File: src/clp_pkg.sv
// shared types and codes for the cursor linked-list pool
`default_nettype none

package clp_pkg;

    // field widths fixed by the item format
    localparam int MODE_W   = 3;
    localparam int POS_W    = 8;
    localparam int CUR_W    = 9;
    localparam int VAL_W    = 32;
    localparam int STATUS_W = 2;

    // operation codes
    localparam logic [MODE_W-1:0] MODE_NEW    = 3'd0;
    localparam logic [MODE_W-1:0] MODE_INSERT = 3'd1;
    localparam logic [MODE_W-1:0] MODE_DELETE = 3'd2;
    localparam logic [MODE_W-1:0] MODE_FIND   = 3'd3;
    localparam logic [MODE_W-1:0] MODE_READ   = 3'd4;
    localparam logic [MODE_W-1:0] MODE_CAT    = 3'd5;

    // result status codes
    localparam logic [STATUS_W-1:0] STAT_DONE  = 2'd0;
    localparam logic [STATUS_W-1:0] STAT_FULL  = 2'd1;
    localparam logic [STATUS_W-1:0] STAT_EMPTY = 2'd2;

    // null cursor as seen on the result ports
    localparam logic [CUR_W-1:0] CUR_NULL = 9'h1FF;

    typedef enum logic [4:0] {
        S_CLEAR,
        S_IDLE,
        S_TAKE,
        S_POP,
        S_GOT_NULL,
        S_INS_RD,
        S_INS_LINK,
        S_INS_HEAD,
        S_DEL_CHK,
        S_DEL_UNLINK,
        S_WALK,
        S_CAT_LINK,
        S_FREE_RD,
        S_FREE_WR,
        S_FREE_HEAD,
        S_READ_OUT,
        S_NOP
    } state_t;

endpackage

`default_nettype wire

File: src/clp_seq.sv
// sequencer and datapath that runs each operation over the link and value memories
`default_nettype none

module clp_seq #(
    parameter int POOL_ENTRIES = 256,
    parameter int VALUE_BITS   = 32,
    localparam int IW = $clog2(POOL_ENTRIES),
    localparam int LW = IW + 1
) (
    input  wire logic                          clk,
    input  wire logic                          rst_n,
    input  wire logic                          start,
    input  wire logic [clp_pkg::MODE_W-1:0]    mode,
    input  wire logic [clp_pkg::POS_W-1:0]     position,
    input  wire logic [clp_pkg::POS_W-1:0]     second_head,
    input  wire logic signed [clp_pkg::VAL_W-1:0] value_in,
    output logic                               busy,
    output logic                               done,
    output logic [clp_pkg::STATUS_W-1:0]       status,
    output logic signed [clp_pkg::CUR_W-1:0]   cursor_out,
    output logic signed [clp_pkg::CUR_W-1:0]   next_out,
    output logic signed [clp_pkg::VAL_W-1:0]   value_out,
    // link memory
    output logic                               lk_we,
    output logic [IW-1:0]                      lk_waddr,
    output logic [LW-1:0]                      lk_wdata,
    output logic [IW-1:0]                      lk_raddr,
    input  wire logic [LW-1:0]                 lk_rdata,
    // value memory
    output logic                               val_we,
    output logic [IW-1:0]                      val_waddr,
    output logic [VALUE_BITS-1:0]              val_wdata,
    output logic [IW-1:0]                      val_raddr,
    input  wire logic [VALUE_BITS-1:0]         val_rdata
);

    localparam int SW = $clog2(POOL_ENTRIES + 1);
    localparam logic [IW-1:0] FREE_HEAD = '0;
    localparam logic [IW-1:0] LAST_ENTRY = IW'(POOL_ENTRIES - 1);
    localparam logic [SW-1:0] STEP_LIMIT = SW'(POOL_ENTRIES);
    // links carry a null flag above the entry index
    localparam logic [LW-1:0] NULL_LINK = {1'b1, {IW{1'b0}}};

    function automatic logic [clp_pkg::CUR_W-1:0] field9(input logic [LW-1:0] lk);
        logic [IW+clp_pkg::CUR_W-1:0] wide;
        begin
            wide = {{clp_pkg::CUR_W{1'b0}}, lk[IW-1:0]};
            if (lk[LW-1])
            begin
                field9 = clp_pkg::CUR_NULL;
            end
            else
            begin
                field9 = wide[clp_pkg::CUR_W-1:0];
            end
        end
    endfunction

    // index reduction modulo the pool size, worked out at elaboration
    logic [IW-1:0] pos_mod_tab [256];
    for (genvar g = 0; g < 256; g++)
    begin : g_mod_tab
        assign pos_mod_tab[g] = IW'(g % POOL_ENTRIES);
    end

    logic [IW-1:0] pos_mod;
    logic [IW-1:0] bhead_mod;
    logic [63:0]   vin_wide;
    logic [63:0]   vout_wide;
    assign pos_mod   = pos_mod_tab[position];
    assign bhead_mod = pos_mod_tab[second_head];
    assign vin_wide  = 64'(value_in);
    assign vout_wide = 64'($signed(val_rdata));

    clp_pkg::state_t state_reg, state_next;
    logic [clp_pkg::MODE_W-1:0]   mode_reg, mode_next;
    logic [IW-1:0]                pos_reg, pos_next;
    logic [IW-1:0]                bhead_reg, bhead_next;
    logic [VALUE_BITS-1:0]        val_reg, val_next;
    logic [IW-1:0]                node_reg, node_next;
    logic [IW-1:0]                at_reg, at_next;
    logic [SW-1:0]                steps_reg, steps_next;
    logic [IW-1:0]                clr_reg, clr_next;
    logic                         done_reg, done_next;
    logic [clp_pkg::STATUS_W-1:0] status_reg, status_next;
    logic [clp_pkg::CUR_W-1:0]    cursor_reg, cursor_next;
    logic [clp_pkg::CUR_W-1:0]    next_reg, next_next;
    logic [clp_pkg::VAL_W-1:0]    value_reg, value_next;

    logic lk_null;
    logic walk_stop;
    logic is_alloc;
    assign lk_null   = lk_rdata[LW-1];
    assign walk_stop = lk_null || (steps_reg == STEP_LIMIT);
    assign is_alloc  = (mode == clp_pkg::MODE_NEW) || (mode == clp_pkg::MODE_INSERT);

    // next state
    always_comb
    begin
        state_next = state_reg;
        unique case (state_reg)
            clp_pkg::S_CLEAR:
            begin
                if (clr_reg == LAST_ENTRY)
                begin
                    state_next = clp_pkg::S_IDLE;
                end
            end
            clp_pkg::S_IDLE:
            begin
                if (start)
                begin
                    unique case (mode)
                        clp_pkg::MODE_NEW:    state_next = clp_pkg::S_TAKE;
                        clp_pkg::MODE_INSERT: state_next = clp_pkg::S_TAKE;
                        clp_pkg::MODE_DELETE: state_next = clp_pkg::S_DEL_CHK;
                        clp_pkg::MODE_FIND:   state_next = clp_pkg::S_WALK;
                        clp_pkg::MODE_READ:   state_next = clp_pkg::S_READ_OUT;
                        clp_pkg::MODE_CAT:    state_next = clp_pkg::S_WALK;
                        default:              state_next = clp_pkg::S_NOP;
                    endcase
                end
            end
            clp_pkg::S_TAKE:
            begin
                state_next = lk_null ? clp_pkg::S_IDLE : clp_pkg::S_POP;
            end
            clp_pkg::S_POP:
            begin
                state_next = clp_pkg::S_GOT_NULL;
            end
            clp_pkg::S_GOT_NULL:
            begin
                state_next = (mode_reg == clp_pkg::MODE_NEW) ? clp_pkg::S_IDLE
                                                             : clp_pkg::S_INS_RD;
            end
            clp_pkg::S_INS_RD:
            begin
                state_next = clp_pkg::S_INS_LINK;
            end
            clp_pkg::S_INS_LINK:
            begin
                state_next = clp_pkg::S_INS_HEAD;
            end
            clp_pkg::S_DEL_CHK:
            begin
                state_next = lk_null ? clp_pkg::S_IDLE : clp_pkg::S_DEL_UNLINK;
            end
            clp_pkg::S_DEL_UNLINK:
            begin
                state_next = clp_pkg::S_FREE_RD;
            end
            clp_pkg::S_WALK:
            begin
                if (walk_stop)
                begin
                    state_next = (mode_reg == clp_pkg::MODE_CAT) ? clp_pkg::S_CAT_LINK
                                                                 : clp_pkg::S_IDLE;
                end
            end
            clp_pkg::S_CAT_LINK:
            begin
                state_next = clp_pkg::S_FREE_RD;
            end
            clp_pkg::S_FREE_RD:
            begin
                state_next = clp_pkg::S_FREE_WR;
            end
            clp_pkg::S_FREE_WR:
            begin
                state_next = clp_pkg::S_FREE_HEAD;
            end
            clp_pkg::S_INS_HEAD,
            clp_pkg::S_FREE_HEAD,
            clp_pkg::S_READ_OUT,
            clp_pkg::S_NOP:
            begin
                state_next = clp_pkg::S_IDLE;
            end
            default:
            begin
                state_next = clp_pkg::S_IDLE;
            end
        endcase
    end

    // memory controls, datapath and results
    always_comb
    begin
        lk_we       = 1'b0;
        lk_waddr    = node_reg;
        lk_wdata    = NULL_LINK;
        lk_raddr    = pos_reg;
        val_we      = 1'b0;
        val_waddr   = node_reg;
        val_wdata   = val_reg;
        val_raddr   = pos_reg;
        mode_next   = mode_reg;
        pos_next    = pos_reg;
        bhead_next  = bhead_reg;
        val_next    = val_reg;
        node_next   = node_reg;
        at_next     = at_reg;
        steps_next  = steps_reg;
        clr_next    = clr_reg;
        done_next   = 1'b0;
        status_next = status_reg;
        cursor_next = cursor_reg;
        next_next   = next_reg;
        value_next  = value_reg;

        unique case (state_reg)
            clp_pkg::S_CLEAR:
            begin
                lk_we    = 1'b1;
                lk_waddr = clr_reg;
                lk_wdata = (clr_reg == LAST_ENTRY) ? NULL_LINK
                                                   : {1'b0, IW'(clr_reg + 1'b1)};
                clr_next = IW'(clr_reg + 1'b1);
            end
            clp_pkg::S_IDLE:
            begin
                // issue the first read together with the accept
                lk_raddr  = is_alloc ? FREE_HEAD : pos_mod;
                val_raddr = pos_mod;
                if (start)
                begin
                    mode_next  = mode;
                    pos_next   = pos_mod;
                    bhead_next = bhead_mod;
                    val_next   = vin_wide[VALUE_BITS-1:0];
                    at_next    = pos_mod;
                    steps_next = '0;
                end
            end
            clp_pkg::S_TAKE:
            begin
                if (lk_null)
                begin
                    done_next   = 1'b1;
                    status_next = clp_pkg::STAT_FULL;
                    cursor_next = clp_pkg::CUR_NULL;
                    next_next   = '0;
                    value_next  = '0;
                end
                else
                begin
                    node_next = lk_rdata[IW-1:0];
                    lk_raddr  = lk_rdata[IW-1:0];
                end
            end
            clp_pkg::S_POP:
            begin
                lk_we    = 1'b1;
                lk_waddr = FREE_HEAD;
                lk_wdata = lk_rdata;
            end
            clp_pkg::S_GOT_NULL:
            begin
                lk_we    = 1'b1;
                lk_waddr = node_reg;
                lk_wdata = NULL_LINK;
                if (mode_reg == clp_pkg::MODE_NEW)
                begin
                    done_next   = 1'b1;
                    status_next = clp_pkg::STAT_DONE;
                    cursor_next = field9({1'b0, node_reg});
                    next_next   = '0;
                    value_next  = '0;
                end
                else
                begin
                    val_we = 1'b1;
                end
            end
            clp_pkg::S_INS_RD:
            begin
                lk_raddr = pos_reg;
            end
            clp_pkg::S_INS_LINK:
            begin
                lk_we    = 1'b1;
                lk_waddr = node_reg;
                lk_wdata = lk_rdata;
            end
            clp_pkg::S_INS_HEAD:
            begin
                lk_we       = 1'b1;
                lk_waddr    = pos_reg;
                lk_wdata    = {1'b0, node_reg};
                done_next   = 1'b1;
                status_next = clp_pkg::STAT_DONE;
                cursor_next = field9({1'b0, node_reg});
                next_next   = '0;
                value_next  = '0;
            end
            clp_pkg::S_DEL_CHK:
            begin
                if (lk_null)
                begin
                    done_next   = 1'b1;
                    status_next = clp_pkg::STAT_EMPTY;
                    cursor_next = clp_pkg::CUR_NULL;
                    next_next   = '0;
                    value_next  = '0;
                end
                else
                begin
                    node_next = lk_rdata[IW-1:0];
                    lk_raddr  = lk_rdata[IW-1:0];
                end
            end
            clp_pkg::S_DEL_UNLINK:
            begin
                lk_we    = 1'b1;
                lk_waddr = pos_reg;
                lk_wdata = lk_rdata;
            end
            clp_pkg::S_WALK:
            begin
                if (walk_stop)
                begin
                    if (mode_reg == clp_pkg::MODE_CAT)
                    begin
                        node_next = bhead_reg;
                        lk_raddr  = bhead_reg;
                    end
                    else
                    begin
                        done_next   = 1'b1;
                        status_next = clp_pkg::STAT_DONE;
                        cursor_next = field9({1'b0, at_reg});
                        next_next   = '0;
                        value_next  = '0;
                    end
                end
                else
                begin
                    at_next    = lk_rdata[IW-1:0];
                    lk_raddr   = lk_rdata[IW-1:0];
                    steps_next = SW'(steps_reg + 1'b1);
                end
            end
            clp_pkg::S_CAT_LINK:
            begin
                lk_we    = 1'b1;
                lk_waddr = at_reg;
                lk_wdata = lk_rdata;
            end
            clp_pkg::S_FREE_RD:
            begin
                lk_raddr = FREE_HEAD;
            end
            clp_pkg::S_FREE_WR:
            begin
                lk_we    = 1'b1;
                lk_waddr = node_reg;
                lk_wdata = lk_rdata;
            end
            clp_pkg::S_FREE_HEAD:
            begin
                lk_we       = 1'b1;
                lk_waddr    = FREE_HEAD;
                lk_wdata    = {1'b0, node_reg};
                done_next   = 1'b1;
                status_next = clp_pkg::STAT_DONE;
                cursor_next = (mode_reg == clp_pkg::MODE_CAT) ? field9({1'b0, pos_reg})
                                                              : clp_pkg::CUR_NULL;
                next_next   = '0;
                value_next  = '0;
            end
            clp_pkg::S_READ_OUT:
            begin
                done_next   = 1'b1;
                status_next = clp_pkg::STAT_DONE;
                cursor_next = field9({1'b0, pos_reg});
                next_next   = field9(lk_rdata);
                value_next  = vout_wide[clp_pkg::VAL_W-1:0];
            end
            clp_pkg::S_NOP:
            begin
                done_next   = 1'b1;
                status_next = clp_pkg::STAT_DONE;
                cursor_next = clp_pkg::CUR_NULL;
                next_next   = '0;
                value_next  = '0;
            end
            default:
            begin
                done_next = 1'b0;
            end
        endcase
    end

    always_ff @(posedge clk or negedge rst_n)
    begin
        if (!rst_n)
        begin
            state_reg <= clp_pkg::S_CLEAR;
            clr_reg   <= '0;
            steps_reg <= '0;
            done_reg  <= 1'b0;
        end
        else
        begin
            state_reg <= state_next;
            clr_reg   <= clr_next;
            steps_reg <= steps_next;
            done_reg  <= done_next;
        end
    end

    always_ff @(posedge clk)
    begin
        mode_reg   <= mode_next;
        pos_reg    <= pos_next;
        bhead_reg  <= bhead_next;
        val_reg    <= val_next;
        node_reg   <= node_next;
        at_reg     <= at_next;
        status_reg <= status_next;
        cursor_reg <= cursor_next;
        next_reg   <= next_next;
        value_reg  <= value_next;
    end

    assign busy       = (state_reg != clp_pkg::S_IDLE);
    assign done       = done_reg;
    assign status     = status_reg;
    assign cursor_out = cursor_reg;
    assign next_out   = next_reg;
    assign value_out  = value_reg;

`ifndef SYNTHESIS
    // every accepted item makes the block busy in the cycle after it is taken
    a_accept_busy: assert property (@(posedge clk) disable iff (!rst_n)
        (start && !busy) |=> busy)
        else $error("accepted item did not make the block busy");

    // one result per item, never two strobes in a row
    a_single_strobe: assert property (@(posedge clk) disable iff (!rst_n)
        done |=> !done)
        else $error("result strobe held for more than one cycle");

    // a full pool never reports an allocated entry
    a_full_null: assert property (@(posedge clk) disable iff (!rst_n)
        (done && (status == clp_pkg::STAT_FULL)) |-> (cursor_out == clp_pkg::CUR_NULL))
        else $error("pool full result carries an entry");

    // the walk step count is bounded by the pool size
    a_walk_bound: assert property (@(posedge clk) disable iff (!rst_n)
        steps_reg <= STEP_LIMIT)
        else $error("walk ran past the pool size");

    // a result only follows a busy cycle
    a_done_after_busy: assert property (@(posedge clk) disable iff (!rst_n)
        $rose(done) |-> $past(busy))
        else $error("result without a preceding operation");
`endif

endmodule

`default_nettype wire
File: config.mk
export PLATFORM = sky130hd
export DESIGN_NAME = clp_seq
export DESIGN_NICKNAME = d
export VERILOG_FILES = /design/src/clp_pkg.sv /design/src/clp_seq.sv
export SDC_FILE = /design/constraint.sdc
export NUM_CORES = 1
export LEC_CHECK = 0
export ABC_AREA = 1
export ABC_CLOCK_PERIOD_IN_PS = 5000
export BUFFER_PORTS_ARGS = -buffer_cell sky130_fd_sc_hd__buf_2
export CAP_MARGIN = 20
export CORE_MARGIN = 2
export CORE_UTILIZATION = 50
export DETAILED_ROUTE_END_ITERATION = 6
export MAX_ROUTING_LAYER = met4
export PLACE_DENSITY_LB_ADDON = 0.12
export SYNTH_ARGS = -nofsm -noshare
export SYNTH_HDL_FRONTEND = slang
export SYNTH_SLANG_ARGS = --single-unit
File: constraint.sdc
create_clock -name clk -period 5 [get_ports clk]
set_clock_uncertainty 0.2 [all_clocks]
set_input_delay 0.25 -clock clk [delete_from_list [all_inputs] [get_ports clk]]
set_output_delay 0.25 -clock clk [all_outputs]
set_load 0.02 [all_outputs]
==> results.ini, run 1 <==
[grt]
grt_usage_pct=31.4
grt_max_degree=47
grt_pass1_wl_mm=34.0
overflow=0
grt.busiest_layer=met2
use_met3_pct=5.99
grt_pass1_vias=6393
grt.met2_usage_pct=48.3
met1_usage_pct=43.1
antenna_found_initial=1

[floorplanning]
coreArea_um2=13700
die_h_um=122
die_w_um=122
design.die.area_um2=14800
initial_core_util_pct=50.6
ios=224
num_rows=43

[hold_path]
worstHoldEndpoint=at_reg[1]
min_from=lk_rdata[1]
hold_path_class=input pin to flip-flop
hold_depth=3

[cells_and_area]
area_growth_pct=39.6
mostFrequentLayoutCells=buf_2 (223), nand2_1 (191), edfxtp_1 (119)
final_cells=1283
nets=1187
fill_cells=1048
drive_gt1_share_pct=25.6
mostFrequentLayoutCell=buf_2
fin_util_pct=70.6
multiInputGateArea_um2=2340
seq_area_um2=4150

[synth]
synth_compound_area_share_pct=8.11
yosysSeqAreaShare_pct=59.8
ys_seq_elements=142
synth_top_family_by_area=simple AND/OR/NAND/NOR gates
syn_area_um2=6940
synthXorXnorAreaFrac_pct=0.631
yosys.area_share.adder_pct=0.541
synth_warnings=0
syn_nets=873
synth-simple-area-share_pct=24.2
muxShareOfSynthArea_pct=0
syn_area_per_cell_um2=8.96
synth.distinct_cells=28
synthCells=775

[clock_network]
cts_tree=done
clock_path_buffers=2
root_buffer=clkbuf_16
clock_latency_ps=420
htree_levels=4
cts-resized-gates=0
cts-buffers-inserted=17
cts_setup_buffers=0
tritoncts_num_sinks=142
clkSlewWorstSetupHoldPaths_ps=60

[sta]
hold-worst-slack_ps=24.3
post-route-period-util_pct=67.9
slew_headroom_pct=25.5
fmax_ghz=0.295
fin_tns_setup_ps=0
worst_slew_pin_slew_ps=1110
setup_violations=0
period_needed_ps=3390
hold_violations=0
rsz0062_at_grt=no
drv_slew=0

[route]
drtIter0Drc=784
via_per_inst=5.22
vias=6695
wl_per_cell_um=17.2
firstDrtPassIters=6
totalWireLength_mm=22.1
drc=0
ant_nets=0

[job]
maxCapViolations=0

[worst_setup_path]
cp_data_arrival_time_ps=2940
cp-start-kind=flip-flop
required_ps=4550
r2r_start=state_reg[3]
worstPathMaxFanout=38
endpoint_kind=output pin
r2r_slack_ps=1780
reg2reg_to=val_waddr[5]
reg2reg_depth=5
critical_path_class=flip-flop to output pin

[place]
port_buffers=223
place_hpwl_mm=15.5
placed_cells=1160
place.gp.congestion=0.968

[power]
ir_drop_mv=0.322
leakage_nw=4.49
p_per_area_nw_per_um2=506
power_mw=4.90

[run_status]
outcome=complete, no violations

-- synthesized netlist by cell type (all sizes together) --
library cell	instances	area share [%]
o211ai	4	0.43
nand4	4	0.36
nor2	107	6.3
ha	3	0.54
dfrtp	23	8.3
xor2	5	0.63
buf	12	0.94
o21ai	71	5.2
inv	98	5.3
nor3	16	1.2
clkbuf	9	0.49
nand3b	1	0.11
o31ai	1	0.11
o22ai	2	0.18
nand2	196	11
a21oi	30	2.2
nand3	74	5.4
edfxtp	119	51
-- routing by layer --
layer | share of wire (%) | wire length, um
met1 | 42 | 9350
met2 | 47 | 10300
met3 | 9.5 | 2090
met4 | 1.6 | 344
met5 | 0 | 0
-- cells by family (layout without fill, tap and decap cells) --
logic type / Yosys count / in the layout
simple gates: 398 / 398
other cells: 0 / 1
flops: 142 / 142
xor+xnor: 5 / 5
fa+ha+maj: 3 / 3
compound gates: 108 / 108
buf+inv: 119 / 446
-- worst max path at each step --
stage / slack (ps) / end / depth (start not counted) / startpoint
2_1_floorplan: 1080 / bhead_reg[0] / 5 / state_reg[3]
3_3_place_gp: 1830 / value_out[29] / 5 / state_reg[3]
3_5_place_dp: 1740 / value_out[27] / 5 / state_reg[3]
4_1_cts: 1660 / lk_raddr[6] / 8 / state_reg[1]
5_1_grt: 1430 / lk_raddr[5] / 8 / state_reg[1]
6_report: 1610 / lk_raddr[6] / 8 / state_reg[1]
-- power breakdown --
| part | total [mW] | internal (mW) | switching (mW) |
|---|---|---|---|
| clock network | 1.19 | 0.688 | 0.498 |
| registers | 1.83 | 1.65 | 0.181 |
| logic | 1.89 | 0.562 | 1.32 |
-- final cells by class --
class / count / share of cell area [%]
flip-flops and latches: 142 / 42.8
multi-input cells: 514 / 24.1
repair buffers: 316 / 21.2
clock buffers: 20 / 4.51
inverters: 98 / 3.80
well taps: 180 / 2.32
clock inverters: 12 / 1.18
diodes: 1 / 0.0258
-- stage by stage --
step | setup WS, ps | instance area, um2
finish | 1610 | 9690
global route | 1430 | 9690
global placement | 1830 | 8220
CTS | 1660 | 9660
detailed placement | 1740 | 8220
floorplan | 1080 | 6940
-- timing repair --
item	4_1_cts	5_1_grt
setup endpoints to repair	0	0
endpoints found under the hold margin	114	0
hold buffers	89	0
-- critical path, stage by stage, from the launching register on --
cell and delay, ps:
dfrtp_1 570, nand2_2 170, nor2_2 440, buf_4 420
nand3_1 400, nor2_1 200, nor2_1 60, nand3_1 70
buf_2 170
Power figures use the tool's default switching activity.
==> run 2, diff against run 1 <==
ABC_CLOCK_PERIOD_IN_PS = 2950   (was 5000)
CORE_UTILIZATION = 46   (was 50)
clock period = 2.95 ns   (was 5 ns; I/O delays follow)
==> run 2 against run 1 <==
  * Global-route usage shrank 2.8 points
  * Clock-buffer cell count shrank 2
  * Die area grew 8.4%
  * Critical path depth shrank 1
  * Combinational power grew 74%
  * Largest power group unchanged
==> results.ini, run 2 (synthesis gave the netlist of run 1 again) <==
[floorplanning]
design.die.area_um2=16100  ; was 14,800 um2
die_w_um=127  ; was 122 um
die_h_um=127  ; was 122 um
num_rows=44  ; was 43
ios=224  ; unchanged
initial_core_util_pct=47.4  ; was 50.6%
coreArea_um2=14600  ; was 13,700 um2

[route]
met3_length_mm=2.30  ; was 2.09 mm
drc=0  ; unchanged
vias=6695  ; unchanged
totalWireLength_mm=22.1  ; about the same
via_per_inst=5.17  ; was 5.22
ant_nets=0  ; unchanged
wl_per_cell_um=17.1  ; was 17.2 um
drtIter0Drc=718  ; was 784
route.met2.wl_mm=10.4  ; was 10.3 mm
firstDrtPassIters=6  ; unchanged
wl_met1_mm=9.00  ; was 9.35 mm
top_layer_used=met4  ; unchanged

[power]
power_mw=8.60  ; was 4.90 mW
switching_share_pct=41.0  ; was 40.9%
power_frac_seq_pct=35.9  ; was 37.3%
p_comb_share_pct=38.2  ; was 38.5%
p_per_area_nw_per_um2=874  ; was 506 nW/um2
intPower_mw=5.08  ; was 2.90 mW
ir_drop_mv=0.664  ; was 0.322 mV
leakage_nw=4.58  ; was 4.49 nW
p_sw_mw=3.52  ; was 2.00 mW
pwr-share-clk_pct=26.0  ; was 24.2%

[clock_network]
tritoncts_num_sinks=142  ; unchanged
htree_levels=4  ; unchanged
clock_latency_ps=430  ; was 420 ps
clock_path_buffers=2  ; unchanged
cts_tree=done  ; unchanged
root_buffer=clkbuf_16  ; unchanged
cts-resized-gates=0  ; unchanged
cts-buffers-inserted=17  ; unchanged
clkSlewWorstSetupHoldPaths_ps=60  ; about the same

[grt]
grt_usage_pct=28.6  ; was 31.4%
grt_max_degree=49  ; was 47
antenna_found_initial=0  ; was 1
grt_pass1_wl_mm=34.2  ; was 34.0 mm
grt_pass1_vias=6445  ; was 6,393
overflow=0  ; unchanged

[cells_and_area]
area_growth_pct=41.9  ; was 39.6%
mostFrequentLayoutCells=buf_2 (223), nand2_1 (191), edfxtp_1 (119)  ; unchanged
drive_gt1_share_pct=26.4  ; was 25.6%
final_cells=1296  ; was 1,283
multiInputGateArea_um2=2340  ; unchanged
nets=1197  ; was 1,187
seq_area_um2=4150  ; unchanged
diodes=0  ; was 1
mostFrequentLayoutCell=buf_2  ; unchanged
fin_util_pct=67.3  ; was 70.6%
fill_cells=1152  ; was 1,048
post-route-cell-area_um2=9850  ; was 9690 um2

[sta]
hold_violations=0  ; unchanged
worst_slew_pin_slew_ps=773  ; was 1110 ps
fin_tns_setup_ps=0  ; unchanged
hold-worst-slack_ps=32.8  ; was 24.3 ps
worst_slack_ps=195  ; was 1610 ps
fmax_ghz=0.363
setup_violations=0  ; unchanged
slew_headroom_pct=48.3  ; was 25.5%
rsz0062_at_grt=no  ; unchanged
period_needed_ps=2760
drv_slew=0  ; unchanged
post-route-period-util_pct=93.4

[place]
place_ws_ps=638  ; was 1740 ps
port_buffers=223  ; unchanged
place.gp.congestion=0.947  ; was 0.968
place_hpwl_mm=15.4  ; was 15.5 mm
placed_cells=1174  ; was 1,160
place_area_um2=8340  ; was 8220 um2

[worst_setup_path]
reg2reg_to=cursor_out[1]  ; was val_waddr[5]
worstPathMaxFanout=9  ; was 38
r2r_start=state_reg[1]  ; was state_reg[3]
r2r_slack_ps=560  ; was 1780 ps
required_ps=2600  ; was 4550 ps
cp_data_arrival_time_ps=2410  ; was 2940 ps
cp-start-kind=flip-flop  ; unchanged
critPathLaunch=state_reg[1]  ; unchanged
reg2reg_depth=6  ; was 5
endpoint_kind=output pin  ; unchanged
cp-endpoint=lk_raddr[7]  ; was lk_raddr[6]
critical_path_class=flip-flop to output pin  ; unchanged

[run_status]
outcome=complete, no violations  ; unchanged

[hold_path]
hold_path_class=input pin to flip-flop  ; unchanged

[job]
maxCapViolations=0  ; unchanged

[run 2: timing repair]
action | 4_1_cts | 5_1_grt
endpoints found under the hold margin | 120 | 0
setup buffers | 0 | 0
hold buffers | 90 | 0
setup endpoints to repair | 0 | 0
[run 2: worst max-delay path, cell delays in order (launching register included)]
cell and delay (ps):
dfrtp_1 560, nand2_2 170, nor2_2 370, nand3_1 370, nor2_1 180, nor2_1 70
nand3_1 80, buf_2 180
[run 2: layer usage]
layer / vias up / GRT usage [%]
met5: - / -
li1: 3221 / -
met2: 378 / 44.8
met4: 0 / 7.43
met1: 3061 / 37.4
met3: 35 / 7.34
[run 2: worst min-delay path by stage]
stage                           start            to  slack [ps]  depth (start not counted)
after floorplan                 rst_n    clr_reg[0]        -350                          0
after global placement          rst_n          done         -10                          1
after detailed placement        rst_n          done         -20                          1
after CTS                 lk_rdata[7]  val_waddr[7]          20                          3
after global routing      lk_rdata[7]  val_waddr[7]          60                          3
final                     lk_rdata[7]  val_waddr[7]          30                          3
[run 2: final cells by class]
class	count	area share [%]
Sequential cell	142	42.1
Multi-Input combinational cell	514	23.7
Timing Repair Buffer	326	21.9
Clock buffer	18	4.46
Inverter	98	3.74
Tap cell	184	2.34
Clock inverter	14	1.75
[run 2: power groups by stage]
| stage | logic (mW) | clock network (mW) | registers [mW] |
|---|---|---|---|
| 2_1_floorplan | 1.61 | 0 | 3.44 |
| 3_3_place_gp | 3.17 | 0 | 3.10 |
| 3_5_place_dp | 3.17 | 0 | 3.11 |
| 4_1_cts | 3.27 | 2.25 | 3.07 |
| 5_1_grt | 3.55 | 2.32 | 3.14 |
| 6_report | 3.28 | 2.23 | 3.09 |
